<file path="config.mk">
export PLATFORM = sky130hd
export DESIGN_NAME = rgb_color_adjust_unit
export DESIGN_NICKNAME = d
export VERILOG_FILES = /design/src/rtl/rgbca_pkg.sv /design/src/rtl/rgbca_lane.sv /design/src/rtl/rgb_color_adjust_unit.sv
export SDC_FILE = /design/constraint.sdc
export NUM_CORES = 2
export LEC_CHECK = 0
export ABC_AREA = 1
export BUFFER_PORTS_ARGS = -buffer_cell sky130_fd_sc_hd__buf_4
export CAP_MARGIN = 25
export CORE_MARGIN = 1
export CORE_UTILIZATION = 25
export DETAILED_ROUTE_END_ITERATION = 12
export GPL_TIMING_DRIVEN = 0
export PLACE_DENSITY = 0.48
export SETUP_SLACK_MARGIN = 0.2
export SLEW_MARGIN = 25
export SYNTH_ARGS = -nofsm -noshare
export SYNTH_HDL_FRONTEND = slang
export SYNTH_HIERARCHICAL = 1
export SYNTH_SLANG_ARGS = --single-unit
export TNS_END_PERCENT = 50
</file>
<file path="constraint.sdc">
create_clock -name clk -period 15.15 [get_ports clk]
set_clock_uncertainty 0.2 [all_clocks]
set_input_delay 3.03 -clock clk [delete_from_list [all_inputs] [get_ports clk]]
set_output_delay 3.03 -clock clk [all_outputs]
set_load 0.02 [all_outputs]
</file>
<file path="src/rtl/rgbca_pkg.sv">
`timescale 1ns / 1ps
// ----------------------------------------------------------------------------
// rgbca_pkg - shared types and constants for the RGB colour adjust unit
// Operation codes, luminance coefficients, stage enables and palette helpers.
// ----------------------------------------------------------------------------
package rgbca_pkg;

	typedef enum logic [2:0] {
		KIND_LIGHTEN    = 3'd0,
		KIND_DARKEN     = 3'd1,
		KIND_SATURATE   = 3'd2,
		KIND_DESATURATE = 3'd3,
		KIND_COMPLEMENT = 3'd4,
		KIND_GRAYSCALE  = 3'd5,
		KIND_MIX        = 3'd6
	} kind_t;

	// per-stage load enables, shared by the top level and the channel lanes
	typedef struct packed {
		logic s1;
		logic s2;
		logic s3;
		logic s4;
	} adv_t;

	// 0.299, 0.587, 0.114 in Q0.16, summing to exactly 65536
	localparam logic [15:0] LUMA_CR = 16'd19595;
	localparam logic [15:0] LUMA_CG = 16'd38470;
	localparam logic [15:0] LUMA_CB = 16'd7471;

	localparam logic [8:0] ONE_Q8 = 9'd256;

	localparam logic [7:0] PAL_CUBE_BASE = 8'd16;
	localparam logic [7:0] PAL_GRAY_LOW  = 8'd16;
	localparam logic [7:0] PAL_GRAY_HIGH = 8'd231;
	localparam logic [8:0] PAL_RAMP_BASE = 9'd232;
	localparam logic [7:0] PAL_RAMP_MAX  = 8'd255;

	// (c*5)/255 as a compare ladder
	function automatic logic [2:0] cube_level(input logic [7:0] c);
		logic [2:0] lvl;
		if (c == 8'd255)      lvl = 3'd5;
		else if (c >= 8'd204) lvl = 3'd4;
		else if (c >= 8'd153) lvl = 3'd3;
		else if (c >= 8'd102) lvl = 3'd2;
		else if (c >= 8'd51)  lvl = 3'd1;
		else                  lvl = 3'd0;
		return lvl;
	endfunction

	// grey ramp entry; divide by ten as *205 >> 11, exact for 0..240
	function automatic logic [7:0] gray_index(input logic [7:0] v);
		logic [7:0]  x;
		logic [15:0] p;
		logic [8:0]  idx;
		logic [7:0]  res;
		x   = v - 8'd8;
		p   = 16'(x) * 16'd205;
		idx = PAL_RAMP_BASE + 9'(p[15:11]);
		if (v < 8'd8)
			res = PAL_GRAY_LOW;
		else if (v > 8'd248)
			res = PAL_GRAY_HIGH;
		else if (idx[8])
			res = PAL_RAMP_MAX;
		else
			res = idx[7:0];
		return res;
	endfunction

endpackage

</file>
<file path="src/rtl/rgbca_lane.sv">
`timescale 1ns / 1ps
// ----------------------------------------------------------------------------
// rgbca_lane - one colour channel of the adjust pipeline
// Mix-style ops, the luminance-relative gain, complement and grey, four register stages.
// ----------------------------------------------------------------------------
module rgbca_lane (
	input  logic                clk,
	input  rgbca_pkg::adv_t     adv,
	input  rgbca_pkg::kind_t    kind,
	input  logic [7:0]          c,
	input  logic [7:0]          o,
	input  logic [8:0]          w,
	input  logic [23:0]         lum_s1,
	input  logic [23:0]         lum_s3,
	output logic [7:0]          res_s4
);

	logic [7:0]          o_sel;
	logic [8:0]          inv_w;
	logic [16:0]         mix_sum;
	logic [9:0]          gain;

	rgbca_pkg::kind_t    kind_s1, kind_s2, kind_s3;
	logic [7:0]          c_s1, c_s2, c_s3;
	logic [16:0]         mix_sum_s1;
	logic [9:0]          gain_s1, gain_s2;
	logic [7:0]          mix_s2, mix_s3;
	logic signed [24:0]  diff_s2;
	logic signed [35:0]  prod_s3;

	logic signed [36:0]  acc;
	logic [7:0]          gain_res;
	logic [7:0]          res;

	// lighten is a mix towards white, darken a mix towards black
	always_comb begin
		case (kind)
			rgbca_pkg::KIND_LIGHTEN: o_sel = 8'hFF;
			rgbca_pkg::KIND_DARKEN:  o_sel = 8'h00;
			default:                 o_sel = o;
		endcase
		inv_w   = rgbca_pkg::ONE_Q8 - w;
		mix_sum = 17'(c) * 17'(inv_w) + 17'(o_sel) * 17'(w);
		gain    = (kind == rgbca_pkg::KIND_SATURATE) ?
			10'(rgbca_pkg::ONE_Q8) + 10'(w) : 10'(rgbca_pkg::ONE_Q8) - 10'(w);
	end

	always_ff @(posedge clk) begin
		if (adv.s1) begin
			kind_s1    <= kind;
			c_s1       <= c;
			mix_sum_s1 <= mix_sum;
			gain_s1    <= gain;
		end
		if (adv.s2) begin
			kind_s2 <= kind_s1;
			c_s2    <= c_s1;
			mix_s2  <= mix_sum_s1[15:8];
			gain_s2 <= gain_s1;
			diff_s2 <= $signed({1'b0, c_s1, 16'h0000}) - $signed({1'b0, lum_s1});
		end
		if (adv.s3) begin
			kind_s3 <= kind_s2;
			c_s3    <= c_s2;
			mix_s3  <= mix_s2;
			prod_s3 <= 36'(diff_s2) * 36'($signed({1'b0, gain_s2}));
		end
		if (adv.s4)
			res_s4 <= res;
	end

	// Q.24 accumulation, clamp to 0..255
	always_comb begin
		acc = $signed({5'b0, lum_s3, 8'h00}) + 37'(prod_s3);
		if (acc[36])
			gain_res = 8'h00;
		else if (|acc[35:32])
			gain_res = 8'hFF;
		else
			gain_res = acc[31:24];

		case (kind_s3) inside
			rgbca_pkg::KIND_LIGHTEN, rgbca_pkg::KIND_DARKEN, rgbca_pkg::KIND_MIX:
				res = mix_s3;
			rgbca_pkg::KIND_SATURATE, rgbca_pkg::KIND_DESATURATE:
				res = gain_res;
			rgbca_pkg::KIND_COMPLEMENT:
				res = ~c_s3;
			rgbca_pkg::KIND_GRAYSCALE:
				res = lum_s3[23:16];
			default:
				res = c_s3;
		endcase
	end

endmodule

</file>
<file path="src/rtl/rgb_color_adjust_unit.sv">
`timescale 1ns / 1ps
// ----------------------------------------------------------------------------
// rgb_color_adjust_unit - RGB pixel adjuster with xterm-256 quantisation
// Four-stage pipeline: colour operation, luminance, dark flag, palette index.
// ----------------------------------------------------------------------------
// Usage:
//   Input requests arrive on s_axis_*: tuser carries the operation code,
//   tdata the pixel, the second pixel and the Q0.8 weight. One result
//   request per input leaves on m_axis_*.
//   Four register stages lie between an accepted request and its result
//   on m_axis_*. Throughput is one pixel per cycle while the receiver
//   takes results, as every stage loads in the cycle it hands on.
//   Each stage has its own valid bit and loads whenever it is empty or the
//   stage after it moves, so bubbles are squeezed out while the receiver
//   stalls and s_axis_tready drops only once all four stages hold data.
//   A stalled result holds its data until taken.
//   Reset clears every valid bit; the unit keeps no other state.
//   Operation code 7 passes the pixel through unchanged; weights above 256
//   act as 256.
// ----------------------------------------------------------------------------
module rgb_color_adjust_unit (
	input  logic        clk,
	input  logic        arst_n,

	input  logic        s_axis_tvalid,
	output logic        s_axis_tready,
	// red[7:0], green[15:8], blue[23:16], other_red[31:24],
	// other_green[39:32], other_blue[47:40], weight[56:48], zero fill
	input  logic [63:0] s_axis_tdata,
	// kind[2:0]
	input  logic [2:0]  s_axis_tuser,

	output logic        m_axis_tvalid,
	input  logic        m_axis_tready,
	// out_red[7:0], out_green[15:8], out_blue[23:16], luma[31:24],
	// is_dark[32], palette_index[40:33], zero fill
	output logic [47:0] m_axis_tdata
);

	logic               v_s1, v_s2, v_s3, v_s4;
	rgbca_pkg::adv_t    adv;

	rgbca_pkg::kind_t   kind;
	logic [7:0]         red, green, blue;
	logic [8:0]         w_raw, w;
	logic [23:0]        lum;

	logic [23:0]        lum_s1, lum_s2, lum_s3;
	logic               gray_s1;
	logic [7:0]         gray_idx_s1;
	logic [2:0]         ri_s1, gi_s1, bi_s1;
	logic [7:0]         pal_s2, pal_s3, pal_s4;
	logic [7:0]         luma_s4;
	logic               dark_s4;
	logic [7:0]         res_r_s4, res_g_s4, res_b_s4;

	// stage enables: load when empty or when the next stage moves on
	always_comb begin
		adv.s4 = !v_s4 || m_axis_tready;
		adv.s3 = !v_s3 || adv.s4;
		adv.s2 = !v_s2 || adv.s3;
		adv.s1 = !v_s1 || adv.s2;
	end

	assign s_axis_tready = adv.s1;

	always_ff @(posedge clk or negedge arst_n) begin
		if (!arst_n) begin
			v_s1 <= 1'b0;
			v_s2 <= 1'b0;
			v_s3 <= 1'b0;
			v_s4 <= 1'b0;
		end else begin
			if (adv.s1) v_s1 <= s_axis_tvalid;
			if (adv.s2) v_s2 <= v_s1;
			if (adv.s3) v_s3 <= v_s2;
			if (adv.s4) v_s4 <= v_s3;
		end
	end

	always_comb begin
		kind  = rgbca_pkg::kind_t'(s_axis_tuser);
		red   = s_axis_tdata[7:0];
		green = s_axis_tdata[15:8];
		blue  = s_axis_tdata[23:16];
		w_raw = s_axis_tdata[56:48];
		w     = (w_raw > rgbca_pkg::ONE_Q8) ? rgbca_pkg::ONE_Q8 : w_raw;
		lum   = 24'(red) * 24'(rgbca_pkg::LUMA_CR) + 24'(green) * 24'(rgbca_pkg::LUMA_CG)
			+ 24'(blue) * 24'(rgbca_pkg::LUMA_CB);
	end

	always_ff @(posedge clk) begin
		if (adv.s1) begin
			lum_s1      <= lum;
			gray_s1     <= (red == green) && (green == blue);
			gray_idx_s1 <= rgbca_pkg::gray_index(red);
			ri_s1       <= rgbca_pkg::cube_level(red);
			gi_s1       <= rgbca_pkg::cube_level(green);
			bi_s1       <= rgbca_pkg::cube_level(blue);
		end
		if (adv.s2) begin
			lum_s2 <= lum_s1;
			pal_s2 <= gray_s1 ? gray_idx_s1 :
				rgbca_pkg::PAL_CUBE_BASE + 8'(ri_s1) * 8'd36 + 8'(gi_s1) * 8'd6 + 8'(bi_s1);
		end
		if (adv.s3) begin
			lum_s3 <= lum_s2;
			pal_s3 <= pal_s2;
		end
		if (adv.s4) begin
			pal_s4  <= pal_s3;
			luma_s4 <= lum_s3[23:16];
			dark_s4 <= !lum_s3[23];
		end
	end

	rgbca_lane u_lane_r (
		.clk    (clk),
		.adv    (adv),
		.kind   (kind),
		.c      (red),
		.o      (s_axis_tdata[31:24]),
		.w      (w),
		.lum_s1 (lum_s1),
		.lum_s3 (lum_s3),
		.res_s4 (res_r_s4)
	);

	rgbca_lane u_lane_g (
		.clk    (clk),
		.adv    (adv),
		.kind   (kind),
		.c      (green),
		.o      (s_axis_tdata[39:32]),
		.w      (w),
		.lum_s1 (lum_s1),
		.lum_s3 (lum_s3),
		.res_s4 (res_g_s4)
	);

	rgbca_lane u_lane_b (
		.clk    (clk),
		.adv    (adv),
		.kind   (kind),
		.c      (blue),
		.o      (s_axis_tdata[47:40]),
		.w      (w),
		.lum_s1 (lum_s1),
		.lum_s3 (lum_s3),
		.res_s4 (res_b_s4)
	);

	assign m_axis_tvalid = v_s4;
	assign m_axis_tdata  = {7'h00, pal_s4, dark_s4, luma_s4, res_b_s4, res_g_s4, res_r_s4};

	// an empty output stage means the whole pipe can move
	assert property (@(posedge clk) disable iff (!arst_n)
		!m_axis_tvalid |-> s_axis_tready)
		else $error("input stalled with empty output stage");

	// a result only appears behind a valid item in stage three
	assert property (@(posedge clk) disable iff (!arst_n)
		$rose(v_s4) |-> $past(v_s3))
		else $error("output valid without a preceding item");

	assert property (@(posedge clk) disable iff (!arst_n)
		m_axis_tvalid |-> (m_axis_tdata[40:33] >= rgbca_pkg::PAL_CUBE_BASE))
		else $error("palette index below the colour cube");

	assert property (@(posedge clk) disable iff (!arst_n)
		m_axis_tvalid |-> (m_axis_tdata[32] == !m_axis_tdata[31]))
		else $error("dark flag disagrees with luma");

endmodule
</file>
Yosys cells after proc, flatten, opt, wreduce, memory -nomap -nowiden:

Cells that the tools add are included.

* register bits after elaboration: 531
* input port bits: 71
* output and inout bits: 50
* logic and storage cells: 177

* $add $sub $neg: 19
* multipliers: 15
* magnitude comparators: 15
* equality and inequality tests: 13
* muxes and demuxes: 38
* bitwise gates (word level): 3
* reduce and logical (&&, ||, !) cells: 21

Operators with widths (count)
* $mux 8: 21
* $add 33x36->37: 3
* $mul 25x11->36: 3
* $mul 8x9->16: 6
* $sub 24x24->25: 3
* $add 16x16->16: 3
* $ge 8x8->1 const B: 6
* $pmux 8 s2: 3
* $mul 8x15->23 const B: 2
* $add 23x24->24: 1
* $add 24x21->24: 1
* $eq 8x8->1 const B: 3
* $ge 8x6->1 const B: 3
* $ge 8x7->1 const B: 3
* $not 8->8: 3
* $mul 8x13->21 const B: 1
* $eq 8x8->1: 2
* $mul 8x8->16 const B: 1
* $mux 2: 6
* $reduce_or 4->1: 3
* $add 9x9->10 const A: 1
* $mux 10: 1
* $reduce_or 2->1: 5
* $sub 9x9->10 const A: 1
* 21 further kinds: 39

Longest topological paths before layout:

* word-level depth: 6
* gate-level depth with buffers: 35
* mapped depth without buffers: 34

Cells and area by module:

Netlist, hierarchy kept.

By module, submodules not included
* rgbca_lane (u_lane_g): instances 1, cells an instance 2591, area an instance 21031.4 um^2, sequential area each 4144.0 um^2
* rgbca_lane (u_lane_b): instances 1, cells an instance 2537, area an instance 20905.0 um^2, sequential area each 4144.0 um^2
* rgbca_lane (u_lane_r): instances 1, cells an instance 2554, area an instance 20902.5 um^2, sequential area each 4144.0 um^2
* rgb_color_adjust_unit: instances 1, cells an instance 1409, area an instance 13559.3 um^2, sequential area each 3733.6 um^2

Least setup slack after synthesis:

No wires, ideal clock.

* kind: input-to-output
* start point: input m_axis_tready
* end point: output s_axis_tready
* arrival time: 10601 ps
* required time: 11920 ps
* path slack: 1319 ps
* cell stages on the path: 6
* buffers on the path: 0
* cell sequence: nor2_1 -> inv_1 -> nor2_1 -> inv_1 -> nor2_1 -> nand2_1

RTL lines
* from (decl): line rgb_color_adjust_unit.sv:34 `input logic m_axis_tready,`
* to (decl): line rgb_color_adjust_unit.sv:26 `output logic s_axis_tready,`

Worst setup path after layout:

* start point: input s_axis_tdata[49]
* end point: register u_lane_g.mix_sum_s1[15] (data pin)

* cells in the longest elaborated chain, start to end: 5
* elaborated cells between the ends (all ways): 6
* classes of those cells: add/sub: 2; mul: 2; order compare: 1; mux: 1

RTL lines
* from (decl): line rgb_color_adjust_unit.sv:29 `input logic [63:0] s_axis_tdata,`
* $gt 9x9->1 *: line rgb_color_adjust_unit.sv:87 `w = (w_raw > rgbca_pkg::ONE_Q8) ? rgbca_pkg::ONE_Q8 : w_raw;`
* $mux 9 *: line rgb_color_adjust_unit.sv:87
* named net w[0]: line rgb_color_adjust_unit.sv:45 `logic [8:0] w_raw, w;`
* $sub 9x9->9: line rgbca_lane.sv:42 `inv_w = rgbca_pkg::ONE_Q8 - w;`
* $mul 8x9->16: line rgbca_lane.sv:43 `mix_sum = 17'(c) * 17'(inv_w) + 17'(o_sel) * 17'(w);`
* $add 16x16->16 *: line rgbca_lane.sv:43
* named net u_lane_g.mix_sum[15]: line rgbca_lane.sv:20 `logic [16:0] mix_sum;`
* to (signal assigned): line rgbca_lane.sv:52 `mix_sum_s1 <= mix_sum;`
* to (decl): line rgbca_lane.sv:25 `logic [16:0] mix_sum_s1;`

Mark *: on every way through the listed nets, which the timed path passes. The rest lies on a longest branch.
A chain may end at the register's enable or synchronous reset.

==> results.md <==
* Status: finished clean
* Worst hold path endpoint: lum_s3[20]$_DFFE_PP_
* Final #Nets at 11200
* Setup violators final at 0
* CTS sink cnt at 539
* Total CTS buffers at 58
* Clk Latency, worst-skew pair at 0.68 ns
* Crit path max fanout at 10
* Worst path arrival time at 10.98 ns
* TritonRoute pass-1 iters at 6
* Post-Syn Instances at 9091
* Die H at 555 um
* Congestion Overflow GR at 0
* CP Capture Type: register
* CTS tree: yes
* Final Hold Vio Count at 0
* Die Wd at 555 um
* RSZ-0062 raised after global routing: no
* Initial Utilization at 25.2%
* Post CTS Setup Buffer Count at 0
* Syn Area/Cell at 8.40 um2
* RR Endpoint: u_lane_r/prod_s3[30]$_DFFE_PP_
* R2r worst-path depth at 17
* H-tree Lvls at 2
* Fraction of layout cells with a size suffix above 1 at 4.31%
* Row Count at 202
* Synth-to-layout area growth at 10.8%
* Hold Path Cell Cnt at 0
* Post-Route WL at 225 mm
* Final min period at 10.80 ns
* HP Class: register to register
* Hold path startpoint: lum_s2[20]$_DFFE_PP_
* Most frequent cells in the layout: 2379 x inv_1, 2190 x nand2_1, 1099 x fa_1
* Max Fclk at 92.6 MHz
* First-pass GRT wire length at 350 mm
* DR vias/cell at 4.26
* Reg clk slew, reported paths at 0.07 ns
* Clk root buf: clkbuf_16
* Most used DFF post-synth: edfxtp_1
* Cts hold-fix bufs at 0
* CP peak stage delay at 0.55 ns
* Slew Limit Fails at 0
* Io pins at 121
* Reg2reg setup slack at 8.56 ns
* Count of cell types in the netlist at 69
* WL/cell at 16.9 um
* Pin count of the biggest net entering global routing at 92
* Top cell by count, worst path: nand2_1
* Commonest non-fill, non-tap cell in the layout: inv_1
* Vias at 56700
* Number of max-cap violations at 0
* Antenna Nets Post-Route at 0
* Post-cts resize count at 0
* Core area at 303000 um2
* Sequential-to-total area share from yosys stat at 21.2%
* Critical Path Slowest Stage Cell: fa_1
* 1st-iter DRT viols at 3545
* Cell family with most CP delay: adder cells
* Period utilization at 71.3%
* Worst slew pin tran at 1.10 ns
* Post-route setup TNS at 0 ns
* Die area at 308000 um2
* CTS max path bufs at 3
* Port buffer count at 106
* Startpoint Class: input port
* Max-Slew Margin vs Limit at 25.7%
* YS warnings at 6
* #FFs+latches synth at 539
* CP required at 15.33 ns
* HPWL after DPL at 189 mm
* Drt drc at 0
* Post-Synthesis Cell Area at 76400 um2
* All-layer global routing usage at 14.7%
* Final GP Congestion at 0.891
* Post-synth EDFFs at 535
* Async S/R FF share, synth at 0.742%
* Vias in the first global route at 59200
* Initial antenna violation count at 16
* Setup CP Type: input port to register
* Buf/Inv on CP at 9
* Worst R2R Start: u_lane_r/gain_s2[2]$_DFFE_PP_
==> routing by layer <==
| metal | part of all wire, % | GRT usage (%) |
|---|---|---|
| met1 | 47 | 20.1 |
| met2 | 47 | 25.2 |
| met3 | 4.1 | 1.13 |
| met4 | 2.1 | 3.36 |
| met5 | 0 | 0 |
==> synthesized netlist by cell type, types with 25 or more instances <==
cell type | n | area share [%]
nor3_1 | 62 | 0.41
xnor2_1 | 71 | 0.81
clkbuf_1 | 146 | 0.72
inv_2 | 26 | 0.13
xor2_1 | 163 | 1.9
edfxtp_1 | 535 | 21
fa_1 | 1099 | 29
nand2_2 | 30 | 0.25
nand2_1 | 2191 | 11
nor2_1 | 569 | 2.8
ha_1 | 746 | 12
buf_1 | 40 | 0.20
o2111ai_1 | 25 | 0.29
inv_1 | 2382 | 12
a21o_1 | 35 | 0.34
nand3_1 | 214 | 1.4
a21oi_1 | 261 | 1.7
nand4_1 | 41 | 0.34
o21ai_0 | 148 | 0.97
==> stage by stage <==
stage / setup WS [ns] / std cells / instance area (um2) / utilization, % / hold WS [ns]
2_1_floorplan: 1.32 / 9097 / 76400 / - / 0.200
3_3_place_gp: -4.24 / 13200 / 82200 / 27.1 / 0.200
3_5_place_dp: 3.63 / 13200 / 82600 / 27.2 / 0.205
4_1_cts: 4.35 / 13300 / 84600 / 27.9 / 0.176
5_1_grt: 3.90 / 13300 / 84600 / 27.9 / 0.184
6_report: 4.35 / 13300 / 84600 / 27.9 / 0.184
==> worst reg2reg max path, delay by kind of cell, from the launching register on <==
| kind | cells | cell delay [ns] |
|---|---|---|
| AO/OA/AOI/OAI | 4 | 1.22 |
| AND/OR/NAND/NOR | 4 | 0.42 |
| buffers and inverters | 3 | 1.10 |
| flip-flops | 1 | 0.44 |
| adder cells (fa/ha/maj) | 6 | 2.98 |
==> flip-flops by register name, indices dropped and copies added (netlist names), 10 cells and up <==
register	cells
u_lane_b/gain_s1	10
lum_s1	24
u_lane_r/prod_s3	28
u_lane_r/diff_s2	25
u_lane_b/gain_s2	10
u_lane_g/gain_s2	10
u_lane_g/prod_s3	28
u_lane_r/gain_s1	10
u_lane_b/diff_s2	25
lum_s2	24
lum_s3	24
u_lane_g/diff_s2	25
u_lane_g/gain_s1	10
u_lane_b/prod_s3	28
u_lane_r/gain_s2	10
==> area by class of cell <==
class	instances	area, um2
clock inverter	44	523
inverter	2415	9090
fill	33000	219000
multi-input combinational	5935	50400
antenna	9	22.5
clock buffer	66	1500
sequential	539	16200
timing repair buffer	121	1100
buffer	208	845
tap	3978	4980
==> how the worst max path moves through the flow <==
| stage | cells past startpoint | slack, ns | start | end |
|---|---|---|---|---|
| finish | 33 | 4.35 | s_axis_tdata[49] | u_lane_g/mix_sum_s1[15]$_DFFE_PP_ |
| global placement | 8 | -4.24 | m_axis_tready | s_axis_tready |
| global route | 33 | 3.90 | s_axis_tdata[49] | u_lane_g/mix_sum_s1[15]$_DFFE_PP_ |
| CTS | 33 | 4.35 | s_axis_tdata[49] | u_lane_g/mix_sum_s1[15]$_DFFE_PP_ |
| floorplan | 6 | 1.32 | m_axis_tready | s_axis_tready |
| detailed placement | 33 | 3.63 | s_axis_tdata[49] | u_lane_g/mix_sum_s1[15]$_DFFE_PP_ |
==> kinds of logic (layout without fill, tap and decap cells) <==
kind of cell	count (synthesis)	after routing	share of synthesized area, %
simple gates	3222	3222	17.2
buf+inv	2623	2854	13.0
fa+ha+maj	1845	1845	41.0
compound gates	624	624	4.87
flops	539	539	21.2
xor+xnor	237	237	2.75
other cells	1	16	0.00491
Power is not shown: default switching activity piles up to over one toggle a cycle in this logic, so the estimate is an artifact.
